<file path="src/rtl/sal_pkg.sv">
// Types and constants of the sensor alarm latch.
`timescale 1ns / 1ps

package sal_pkg;

    localparam int NUM_ALARMS = 6;
    localparam int NUM_READINGS = 3;
    localparam int AUTO_ACK_BIT = 15;
    localparam int GROUP_EN_LSB = 12;
    localparam logic [15:0] CONTROL_MASK = 16'hF000;
    localparam logic [7:0] HYST_RESET = 8'd2;

    // action codes
    localparam logic [1:0] ACT_CHECK = 2'd0;
    localparam logic [1:0] ACT_ACK = 2'd1;
    localparam logic [1:0] ACT_OFFSCAN = 2'd2;

    // event kinds
    localparam logic [1:0] EV_NONE = 2'd0;
    localparam logic [1:0] EV_DETECT = 2'd1;
    localparam logic [1:0] EV_CLEAR = 2'd2;

    // classified item, front to back
    typedef struct packed {
        logic [15:0] status;                          // start status (final if no events)
        logic [NUM_ALARMS-1:0] ev_mask;               // alarms with an event
        logic [NUM_ALARMS-1:0] ev_clear;              // event is a clear, else a detect
        logic [NUM_READINGS-1:0][15:0] rd;
        logic [NUM_ALARMS-1:0][15:0] sp;
    } sal_entry_t;

    typedef struct packed {
        logic [1:0] event_kind;
        logic [2:0] alarm_number;
        logic [15:0] reading;
        logic [15:0] setpoint;
        logic [15:0] status_out;
        logic last;
    } sal_result_t;

endpackage

</file>
<file path="src/rtl/sal_front.sv">
// Front end: hysteresis register and classification of one item.
`timescale 1ns / 1ps

module sal_front
(
    input  logic              clk,
    input  logic              rst_n,
    input  logic              cfg_we,
    input  logic [7:0]        cfg_wdata,
    input  logic [1:0]        action,
    input  logic [15:0]       status_in,
    input  logic signed [15:0] temperature,
    input  logic signed [15:0] humidity,
    input  logic signed [15:0] pressure,
    input  logic signed [15:0] temp_low_point,
    input  logic signed [15:0] temp_high_point,
    input  logic signed [15:0] hum_low_point,
    input  logic signed [15:0] hum_high_point,
    input  logic signed [15:0] pres_low_point,
    input  logic signed [15:0] pres_high_point,
    output sal_pkg::sal_entry_t entry
);
    import sal_pkg::*;

    logic [7:0] hyst_reg;
    logic [7:0] hyst_next;
    logic [NUM_READINGS-1:0][15:0] rd_w;
    logic [NUM_ALARMS-1:0][15:0] sp_w;
    logic [NUM_READINGS-1:0] grp_on;
    logic [15:0] st_base;
    logic [NUM_ALARMS-1:0] ev_mask;
    logic [NUM_ALARMS-1:0] ev_clear;

    always_comb
    begin
        hyst_next = cfg_we ? cfg_wdata : hyst_reg;
    end

    always_ff @(posedge clk or negedge rst_n)
    begin
        if (!rst_n)
        begin
            hyst_reg <= HYST_RESET;
        end
        else
        begin
            hyst_reg <= hyst_next;
        end
    end

    assign rd_w = {pressure, humidity, temperature};
    assign sp_w = {pres_high_point, pres_low_point, hum_high_point, hum_low_point,
                   temp_high_point, temp_low_point};

    // the walk stops at the first disabled group
    assign grp_on[0] = status_in[GROUP_EN_LSB];
    assign grp_on[1] = grp_on[0] & status_in[GROUP_EN_LSB+1];
    assign grp_on[2] = grp_on[1] & status_in[GROUP_EN_LSB+2];

    // alarms are independent: each only touches its own det/ack pair
    always_comb
    begin
        logic signed [17:0] r;
        logic signed [17:0] s;
        logic signed [17:0] lim;
        logic [1:0] pair;
        logic hit;
        logic still;
        ev_mask = '0;
        ev_clear = '0;
        for (int k = 0; k < NUM_ALARMS; k++)
        begin
            r = 18'($signed(rd_w[k/2]));
            s = 18'($signed(sp_w[k]));
            pair = status_in[2*k +: 2];
            if (k % 2 == 1)
            begin
                lim = s - $signed({10'd0, hyst_reg});
                hit = (r >= s);
                still = (r >= lim);
            end
            else
            begin
                lim = s + $signed({10'd0, hyst_reg});
                hit = (r <= s);
                still = (r <= lim);
            end
            if (action == ACT_CHECK && grp_on[k/2])
            begin
                if (pair == 2'b11 && !still)
                begin
                    ev_mask[k] = 1'b1;
                    ev_clear[k] = 1'b1;
                end
                else if (pair == 2'b00 && hit)
                begin
                    ev_mask[k] = 1'b1;
                end
            end
        end
    end

    always_comb
    begin
        st_base = status_in;
        case (action)
            ACT_CHECK:
            begin
                st_base = status_in;
            end
            ACT_ACK:
            begin
                for (int k = 0; k < NUM_ALARMS; k++)
                begin
                    if (status_in[2*k +: 2] == 2'b01)
                    begin
                        st_base[2*k+1] = 1'b1;
                    end
                end
            end
            ACT_OFFSCAN:
            begin
                st_base = status_in & CONTROL_MASK;
            end
            default:
            begin
                st_base = status_in;
            end
        endcase
    end

    always_comb
    begin
        entry.status = st_base;
        entry.ev_mask = ev_mask;
        entry.ev_clear = ev_clear;
        entry.rd = rd_w;
        entry.sp = sp_w;
    end

endmodule

</file>
<file path="src/rtl/sal_queue.sv">
// Small register queue between the front and back ends.
`timescale 1ns / 1ps

module sal_queue #(
    parameter int DEPTH = 2
)
(
    input  logic                clk,
    input  logic                rst_n,
    input  logic                wr_en,
    input  sal_pkg::sal_entry_t wr_data,
    output logic                full,
    input  logic                rd_en,
    output sal_pkg::sal_entry_t rd_data,
    output logic                not_empty
);
    import sal_pkg::*;

    localparam int PTR_W = (DEPTH > 1) ? $clog2(DEPTH) : 1;
    localparam int CNT_W = $clog2(DEPTH + 1);
    localparam logic [PTR_W-1:0] LAST_PTR = PTR_W'(DEPTH - 1);
    localparam logic [CNT_W-1:0] FULL_CNT = CNT_W'(DEPTH);

    sal_entry_t mem_reg [DEPTH];
    logic [PTR_W-1:0] wr_ptr_reg, wr_ptr_next;
    logic [PTR_W-1:0] rd_ptr_reg, rd_ptr_next;
    logic [CNT_W-1:0] cnt_reg, cnt_next;
    logic do_wr, do_rd;

    assign full = (cnt_reg == FULL_CNT);
    assign not_empty = (cnt_reg != '0);
    assign do_wr = wr_en & ~full;
    assign do_rd = rd_en & not_empty;
    assign rd_data = mem_reg[rd_ptr_reg];

    always_comb
    begin
        wr_ptr_next = wr_ptr_reg;
        rd_ptr_next = rd_ptr_reg;
        cnt_next = cnt_reg;
        if (do_wr)
        begin
            wr_ptr_next = (wr_ptr_reg == LAST_PTR) ? '0 : wr_ptr_reg + 1'b1;
        end
        if (do_rd)
        begin
            rd_ptr_next = (rd_ptr_reg == LAST_PTR) ? '0 : rd_ptr_reg + 1'b1;
        end
        if (do_wr && !do_rd)
        begin
            cnt_next = cnt_reg + 1'b1;
        end
        else if (do_rd && !do_wr)
        begin
            cnt_next = cnt_reg - 1'b1;
        end
    end

    always_ff @(posedge clk or negedge rst_n)
    begin
        if (!rst_n)
        begin
            wr_ptr_reg <= '0;
            rd_ptr_reg <= '0;
            cnt_reg <= '0;
        end
        else
        begin
            wr_ptr_reg <= wr_ptr_next;
            rd_ptr_reg <= rd_ptr_next;
            cnt_reg <= cnt_next;
        end
    end

    always_ff @(posedge clk)
    begin
        if (do_wr)
        begin
            mem_reg[wr_ptr_reg] <= wr_data;
        end
    end

endmodule

</file>
<file path="src/rtl/sal_back.sv">
// Back end: walks the events of one item and fills the result register.
`timescale 1ns / 1ps

module sal_back
(
    input  logic                 clk,
    input  logic                 rst_n,
    input  logic                 q_valid,
    input  sal_pkg::sal_entry_t  q_data,
    output logic                 q_pop,
    output logic                 out_valid,
    input  logic                 out_pop,
    output sal_pkg::sal_result_t out_data
);
    import sal_pkg::*;

    sal_entry_t cur_reg;
    logic cur_valid_reg, cur_valid_next;
    logic [NUM_ALARMS-1:0] rem_reg, rem_next;
    logic [15:0] run_st_reg, run_st_next;
    logic out_valid_reg, out_valid_next;
    sal_result_t out_reg;

    logic out_free, emit, finish, has_ev;
    logic [2:0] idx;
    logic [NUM_ALARMS-1:0] rem_after;
    logic [15:0] st_after;
    sal_result_t res;

    assign out_free = ~out_valid_reg | out_pop;
    assign emit = cur_valid_reg & out_free;
    assign has_ev = |rem_reg;

    // lowest pending alarm goes first
    always_comb
    begin
        idx = '0;
        for (int k = NUM_ALARMS - 1; k >= 0; k--)
        begin
            if (rem_reg[k])
            begin
                idx = 3'(k);
            end
        end
    end

    always_comb
    begin
        rem_after = rem_reg;
        st_after = run_st_reg;
        for (int k = 0; k < NUM_ALARMS; k++)
        begin
            if (has_ev && idx == 3'(k))
            begin
                rem_after[k] = 1'b0;
                if (cur_reg.ev_clear[k])
                begin
                    st_after[2*k +: 2] = 2'b00;
                end
                else
                begin
                    st_after[2*k] = 1'b1;
                    st_after[2*k+1] = run_st_reg[AUTO_ACK_BIT];
                end
            end
        end
    end

    always_comb
    begin
        res.status_out = st_after;
        res.last = (rem_after == '0);
        if (has_ev)
        begin
            res.event_kind = cur_reg.ev_clear[idx] ? EV_CLEAR : EV_DETECT;
            res.alarm_number = idx;
            res.reading = cur_reg.rd[idx[2:1]];
            res.setpoint = cur_reg.sp[idx];
        end
        else
        begin
            res.event_kind = EV_NONE;
            res.alarm_number = '0;
            res.reading = '0;
            res.setpoint = '0;
        end
    end

    assign finish = emit & (rem_after == '0);
    assign q_pop = q_valid & (~cur_valid_reg | finish);

    always_comb
    begin
        cur_valid_next = cur_valid_reg;
        rem_next = rem_reg;
        run_st_next = run_st_reg;
        if (q_pop)
        begin
            cur_valid_next = 1'b1;
            rem_next = q_data.ev_mask;
            run_st_next = q_data.status;
        end
        else if (finish)
        begin
            cur_valid_next = 1'b0;
        end
        else if (emit)
        begin
            rem_next = rem_after;
            run_st_next = st_after;
        end
    end

    always_comb
    begin
        out_valid_next = out_valid_reg;
        if (emit)
        begin
            out_valid_next = 1'b1;
        end
        else if (out_pop)
        begin
            out_valid_next = 1'b0;
        end
    end

    always_ff @(posedge clk or negedge rst_n)
    begin
        if (!rst_n)
        begin
            cur_valid_reg <= 1'b0;
            out_valid_reg <= 1'b0;
        end
        else
        begin
            cur_valid_reg <= cur_valid_next;
            out_valid_reg <= out_valid_next;
        end
    end

    always_ff @(posedge clk)
    begin
        if (q_pop)
        begin
            cur_reg <= q_data;
        end
        rem_reg <= rem_next;
        run_st_reg <= run_st_next;
        if (emit)
        begin
            out_reg <= res;
        end
    end

    assign out_valid = out_valid_reg;
    assign out_data = out_reg;

endmodule

</file>
<file path="src/rtl/sensor_alarm_latch_with_ack.sv">
// Top level of the latched hi/lo sensor alarm block with acknowledge.
`timescale 1ns / 1ps

// Channel   | Transfer when        | Payload
// ----------+----------------------+-------------------------------------------
// input     | push && !full        | action, status_in, 3 readings, 6 setpoints
// result    | pop && !empty        | event_kind, alarm_number, reading,
//           |                      | setpoint, status_out, last
// config    | cfg_we               | cfg_wdata -> hysteresis (reset 2)
//
// An item yields one result per detect/clear event (up to six), or a single
// no-event result; the back end emits one result per cycle while the result
// register is free, so items with one result stream at one per cycle unless
// pop stalls. Each item is queued, then held in the current-item register.
// rst_n clears the queue and result register and loads hysteresis with 2.
// A stalled pop backs up through the result register and queue to full.

module sensor_alarm_latch_with_ack #(
    parameter int QUEUE_DEPTH = 2     // front/back queue entries, 2 or more
)
(
    input  logic              clk,
    input  logic              rst_n,
    // configuration
    input  logic              cfg_we,
    input  logic [7:0]        cfg_wdata,
    // input queue side
    input  logic              push,
    output logic              full,
    input  logic [1:0]        action,
    input  logic [15:0]       status_in,
    input  logic signed [15:0] temperature,
    input  logic signed [15:0] humidity,
    input  logic signed [15:0] pressure,
    input  logic signed [15:0] temp_low_point,
    input  logic signed [15:0] temp_high_point,
    input  logic signed [15:0] hum_low_point,
    input  logic signed [15:0] hum_high_point,
    input  logic signed [15:0] pres_low_point,
    input  logic signed [15:0] pres_high_point,
    // result queue side
    output logic              empty,
    input  logic              pop,
    output logic [1:0]        event_kind,
    output logic [2:0]        alarm_number,
    output logic signed [15:0] reading,
    output logic signed [15:0] setpoint,
    output logic [15:0]       status_out,
    output logic              last
);
    import sal_pkg::*;

    sal_entry_t  fr_entry;
    sal_entry_t  q_head;
    logic        q_full;
    logic        q_valid;
    logic        q_pop;
    logic        res_valid;
    sal_result_t res;

    // front: hysteresis register and per-alarm classification, all parallel
    sal_front u_front (
        .clk             (clk),
        .rst_n           (rst_n),
        .cfg_we          (cfg_we),
        .cfg_wdata       (cfg_wdata),
        .action          (action),
        .status_in       (status_in),
        .temperature     (temperature),
        .humidity        (humidity),
        .pressure        (pressure),
        .temp_low_point  (temp_low_point),
        .temp_high_point (temp_high_point),
        .hum_low_point   (hum_low_point),
        .hum_high_point  (hum_high_point),
        .pres_low_point  (pres_low_point),
        .pres_high_point (pres_high_point),
        .entry           (fr_entry)
    );

    // decouples input acceptance from the multi-result walk
    sal_queue #(
        .DEPTH (QUEUE_DEPTH)
    ) u_queue (
        .clk       (clk),
        .rst_n     (rst_n),
        .wr_en     (push),
        .wr_data   (fr_entry),
        .full      (q_full),
        .rd_en     (q_pop),
        .rd_data   (q_head),
        .not_empty (q_valid)
    );

    // back: one result per cycle into the result register while it is free
    sal_back u_back (
        .clk       (clk),
        .rst_n     (rst_n),
        .q_valid   (q_valid),
        .q_data    (q_head),
        .q_pop     (q_pop),
        .out_valid (res_valid),
        .out_pop   (pop),
        .out_data  (res)
    );

    assign full = q_full;
    assign empty = ~res_valid;
    assign event_kind = res.event_kind;
    assign alarm_number = res.alarm_number;
    assign reading = res.reading;
    assign setpoint = res.setpoint;
    assign status_out = res.status_out;
    assign last = res.last;

endmodule

</file>
<file path="config.mk">
export PLATFORM = sky130hd
export DESIGN_NAME = sensor_alarm_latch_with_ack
export DESIGN_NICKNAME = d
export VERILOG_FILES = /design/src/rtl/sal_pkg.sv /design/src/rtl/sal_front.sv /design/src/rtl/sal_queue.sv /design/src/rtl/sal_back.sv /design/src/rtl/sensor_alarm_latch_with_ack.sv
export SDC_FILE = /design/constraint.sdc
export NUM_CORES = 1
export LEC_CHECK = 0
export BUFFER_PORTS_ARGS = -buffer_cell sky130_fd_sc_hd__buf_2
export CAP_MARGIN = 20
export CORE_MARGIN = 1.5
export CORE_UTILIZATION = 55
export DETAILED_ROUTE_END_ITERATION = 8
export PLACE_DENSITY = 0.73
export SLEW_MARGIN = 40
export SYNTH_ARGS = -nofsm -noshare
export SYNTH_HDL_FRONTEND = slang
export SYNTH_SLANG_ARGS = --single-unit
</file>
<file path="constraint.sdc">
create_clock -name clk -period 16.5 [get_ports clk]
set_clock_uncertainty 0.2 [all_clocks]
set_input_delay 0.825 -clock clk [delete_from_list [all_inputs] [get_ports clk]]
set_output_delay 0.825 -clock clk [all_outputs]
set_load 0.05 [all_outputs]
</file>
==> flow_summary.yaml <==
status:
  status: "complete, no violations"
critical_path:
  cp.required_ns: 16.67
  cpPeakStageDelay_ns: 0.56
  worst_path_dominant_cell_family: "compound AO/OA/AOI/OAI gates"
  crit_type: "flop to flop"
  r2r_setup_slack_ns: 11.61
  worstRegToRegCells: 15
  start_kind: "flop"
  r2r_start: "u_front.hyst_reg[0]"
  cp_max_fo: 7
  cp_slowest_cell: "dfrtp_1"
  r2r_end: "u_queue.mem_reg[1][152]"
  worst-path-buf-inv: 0
  endpoint_kind: "flop"
  arrival_ns: 5.06
  path_cells: "ha_1 -> fa_1 -> a21o_1 -> a21boi_0 -> o21ai_0 -> a21oi_1 -> nor3_1 -> xnor2_1 -> ha_1 -> and3_1 -> a221o_1 -> a221oi_1 -> o211ai_1 -> and3_1 -> a21o_1"
run:
  cap_violations: 0
yosys:
  synth_cell_types: 79
  synth_area_um2: 29300
  syn_inst: 2136
  synth_seq_cells: 584
  synth_fp_nets: 2567
  synthFlopType: "edfxtp_1"
  ys_warn_count: 0
  seq_area_frac_synth_pct: 59.6
  synth_edf_count: 570
  syn_avg_cell_area_um2: 13.7
  synth-async-reset-ratio_pct: 2.40
global_routing:
  grt_first_pass_wirelength_mm: 117
  grt_usage_pct: 29.3
  grt_pass1_vias: 18936
  grt_max_degree: 145
  overflow: 0
  antenna_found_initial: 8
sta:
  finalHoldViolations: 0
  worst_slew_pin_slew_ns: 0.915
  slew_headroom_pct: 38.3
  rsz0062_at_grt: "no"
  final_max_slew_viol_count: 0
  finalSetupTns_ns: 0
  setup_slack_ns: 11.61
  period_share_pct: 29.6
  finalSetupViolCount: 0
  min_period_ns: 4.89
  fmax_mhz: 205
final_layout:
  final_cells: 3138
  largest_register_ffs: 344
  fin_area_um2: 33400
  synthToLayoutAreaGrowth_pct: 14.0
  drive_gt1_share_pct: 21.9
  nNetsFinal: 2831
  finish.utilization_pct: 63.5
  antenna_cells: 0
clocking:
  path_clk_slew_ns: 0.06
  clock_path_buffers: 3
  hold_buffers: 1
  h-tree-depth: 2
  worst_skew_pair.late_latency_ns: 0.63
  ctsRootBufferMaster: "clkbuf_16"
  cts_tree: "built"
  cts_buffers: 60
  numClockSinks: 584
  post_cts_buffers: 0
  cts_resized: 0
floorplanning:
  initial_core_util_pct: 55.7
  core_area_um2: 52700
  die_width_um: 234
  ios: 231
  dieArea_um2: 54700
  die_height_um: 234
  core.rowCount: 84
min_path:
  min_path_cells: 1
  hp-start: "status_in[15]"
  min_to: "u_queue.mem_reg[0][171]"
  hp-class: "input pin to flop"
routing:
  drt_pass1_iterations: 6
  postRouteAntennaNets: 0
  first_iter_violations: 1686
  drc_errors: 0
  num_vias: 19206
  viasPerCell: 6.12
  routed_wl_mm: 79.7
  route.detailed.wl_per_inst_um: 25.4
placed_design:
  place_congestion: 0.923
  dp_slack_ns: 11.34
  placed_cells: 3024
  placed_cell_area_um2: 31400
  portBuffers: 230
  hpwlAfterDp_mm: 58.3
pwr:
  irDropWorstVdd_v: 0.000131
  total_leakage_power_nw: 13.0
  powerDensity_nw_per_um2: 171
-- cell usage after synthesis, types with 9 or more instances --
library cell    n  area [um^2]
a211oi_1       20          150
a21o_1         36          270
a21oi_1        95          475
a222oi_1       16          160
a31oi_1        10         62.6
and3_1         11         68.8
buf_1          12         45.0
clkbuf_1       21         78.8
dfrtp_1        13          325
edfxtp_1      570        17100
ha_1          250         3130
inv_1         143          537
mux2_1          9          101
mux2_2        163         1840
mux2i_1        55          551
nand2_1       105          394
nand2b_1       11         68.8
nand3_1        38          190
nand4_1        35          219
nor2_1         79          297
nor2b_1        33          206
nor3_1         33          165
nor4_1          9         56.3
o211ai_1       15          113
o21a_1         24          180
o21ai_0        80          400
o22ai_1        18          113
o31ai_1        13         97.6
or2_2          10         62.6
or3_1          11         68.8
xnor2_1        60          526
xor2_1         19          166
-- layer usage --
layer	wire length, um	share of wire [%]	global-route usage [%]	up-vias
met2	37500	47	47.1	728
li1	-	-	-	8757
met4	3410	4.3	11.9	14
met5	98	0.12	0	-
met1	33100	41	39.1	9562
met3	5640	7.1	5.68	145
-- area by class of cell --
| cell class | count | area, um^2 |
|---|---|---|
| Clock buffer | 69 | 1540 |
| Clock inverter | 43 | 480 |
| Fill cell | 3926 | 19200 |
| Inverter | 146 | 548 |
| Multi-Input combinational cell | 1359 | 11100 |
| Sequential cell | 584 | 17500 |
| Tap cell | 688 | 861 |
| Timing Repair Buffer | 249 | 1400 |
-- cells in the final DEF, fill, tap and decap left out, types with 7 or more instances in the layout --
cell type  Yosys  routed
nand3_1       38      38
buf_2          7     230
a21oi_1       95      95
a222oi_1      16      16
a211oi_1      20      20
inv_1        143     142
nor4_1         9       9
and3_1        11      10
edfxtp_1     570     570
a2111oi_0      7       7
bufinv_16      0       9
a21o_1        36      35
or3_1         11      11
xnor2_1       60      60
mux2i_1       55      55
clkbuf_1      21       9
nand2b_1      11      11
o211ai_1      15      15
xor2_1        19      19
nor2b_1       33      33
dfrtp_1       13      12
nand4_1       35      35
nor2_1        79      78
nor3_1        33      32
buf_4          3       8
clkinv_2       0      11
clkbuf_16      0      60
mux2_2       163     163
clkinv_1       0      12
o22ai_1       18      18
ha_1         250     250
mux2_1         9       9
o21a_1        24      23
o31ai_1       13      13
a31oi_1       10      10
o21ai_0       80      79
or2_2         10      11
nand2_1      105     104
-- per-stage QoR --
step                      hold slack [ns]  total power, mW
final                               0.197             5.71
after global routing                0.177             5.94
after CTS                           0.169             5.72
after detailed placement            0.210             4.34
after global placement              0.203             4.26
after floorplan                     0.200             3.70
-- logic make-up after synthesis --
kind of cell,count (synthesis),share of synthesized area [%]
flip-flops,584,59.6
AND/OR/NAND/NOR,399,6.79
AO/OA/AOI/OAI,397,9.00
adder cells (fa/ha/maj),257,11.1
multiplexers,227,8.49
buffers and inverters,193,2.64
XOR/XNOR,79,2.36
-- worst register-to-register path: cells and delay by family, from the launching register on --
family | cells | cell delay, ns
AOI/OAI and AO/OA | 8 | 2.19
adders and majority gates | 3 | 0.99
DFF | 1 | 0.56
and+or+nand+nor | 3 | 0.54
xor gates and xnor gates | 1 | 0.15
-- report_power, final --
group          switching, mW  total [mW]  internal [mW]
sequential             0.162        2.41           2.25
combinational           1.28        1.91          0.634
clock                  0.573        1.38          0.810
-- worst max path at each step --
stage,from,endpoint,cells after the start
CTS,u_front.hyst_reg[0],u_queue.mem_reg[1][152],15
global placement,hum_low_point[0],u_queue.mem_reg[0][152],16
detailed placement,hum_low_point[0],u_queue.mem_reg[0][152],16
floorplan,push,u_queue.mem_reg[0][0],2
global route,u_front.hyst_reg[0],u_queue.mem_reg[1][152],15
finish,u_front.hyst_reg[0],u_queue.mem_reg[1][152],15
Power figures use the tool's default switching activity.
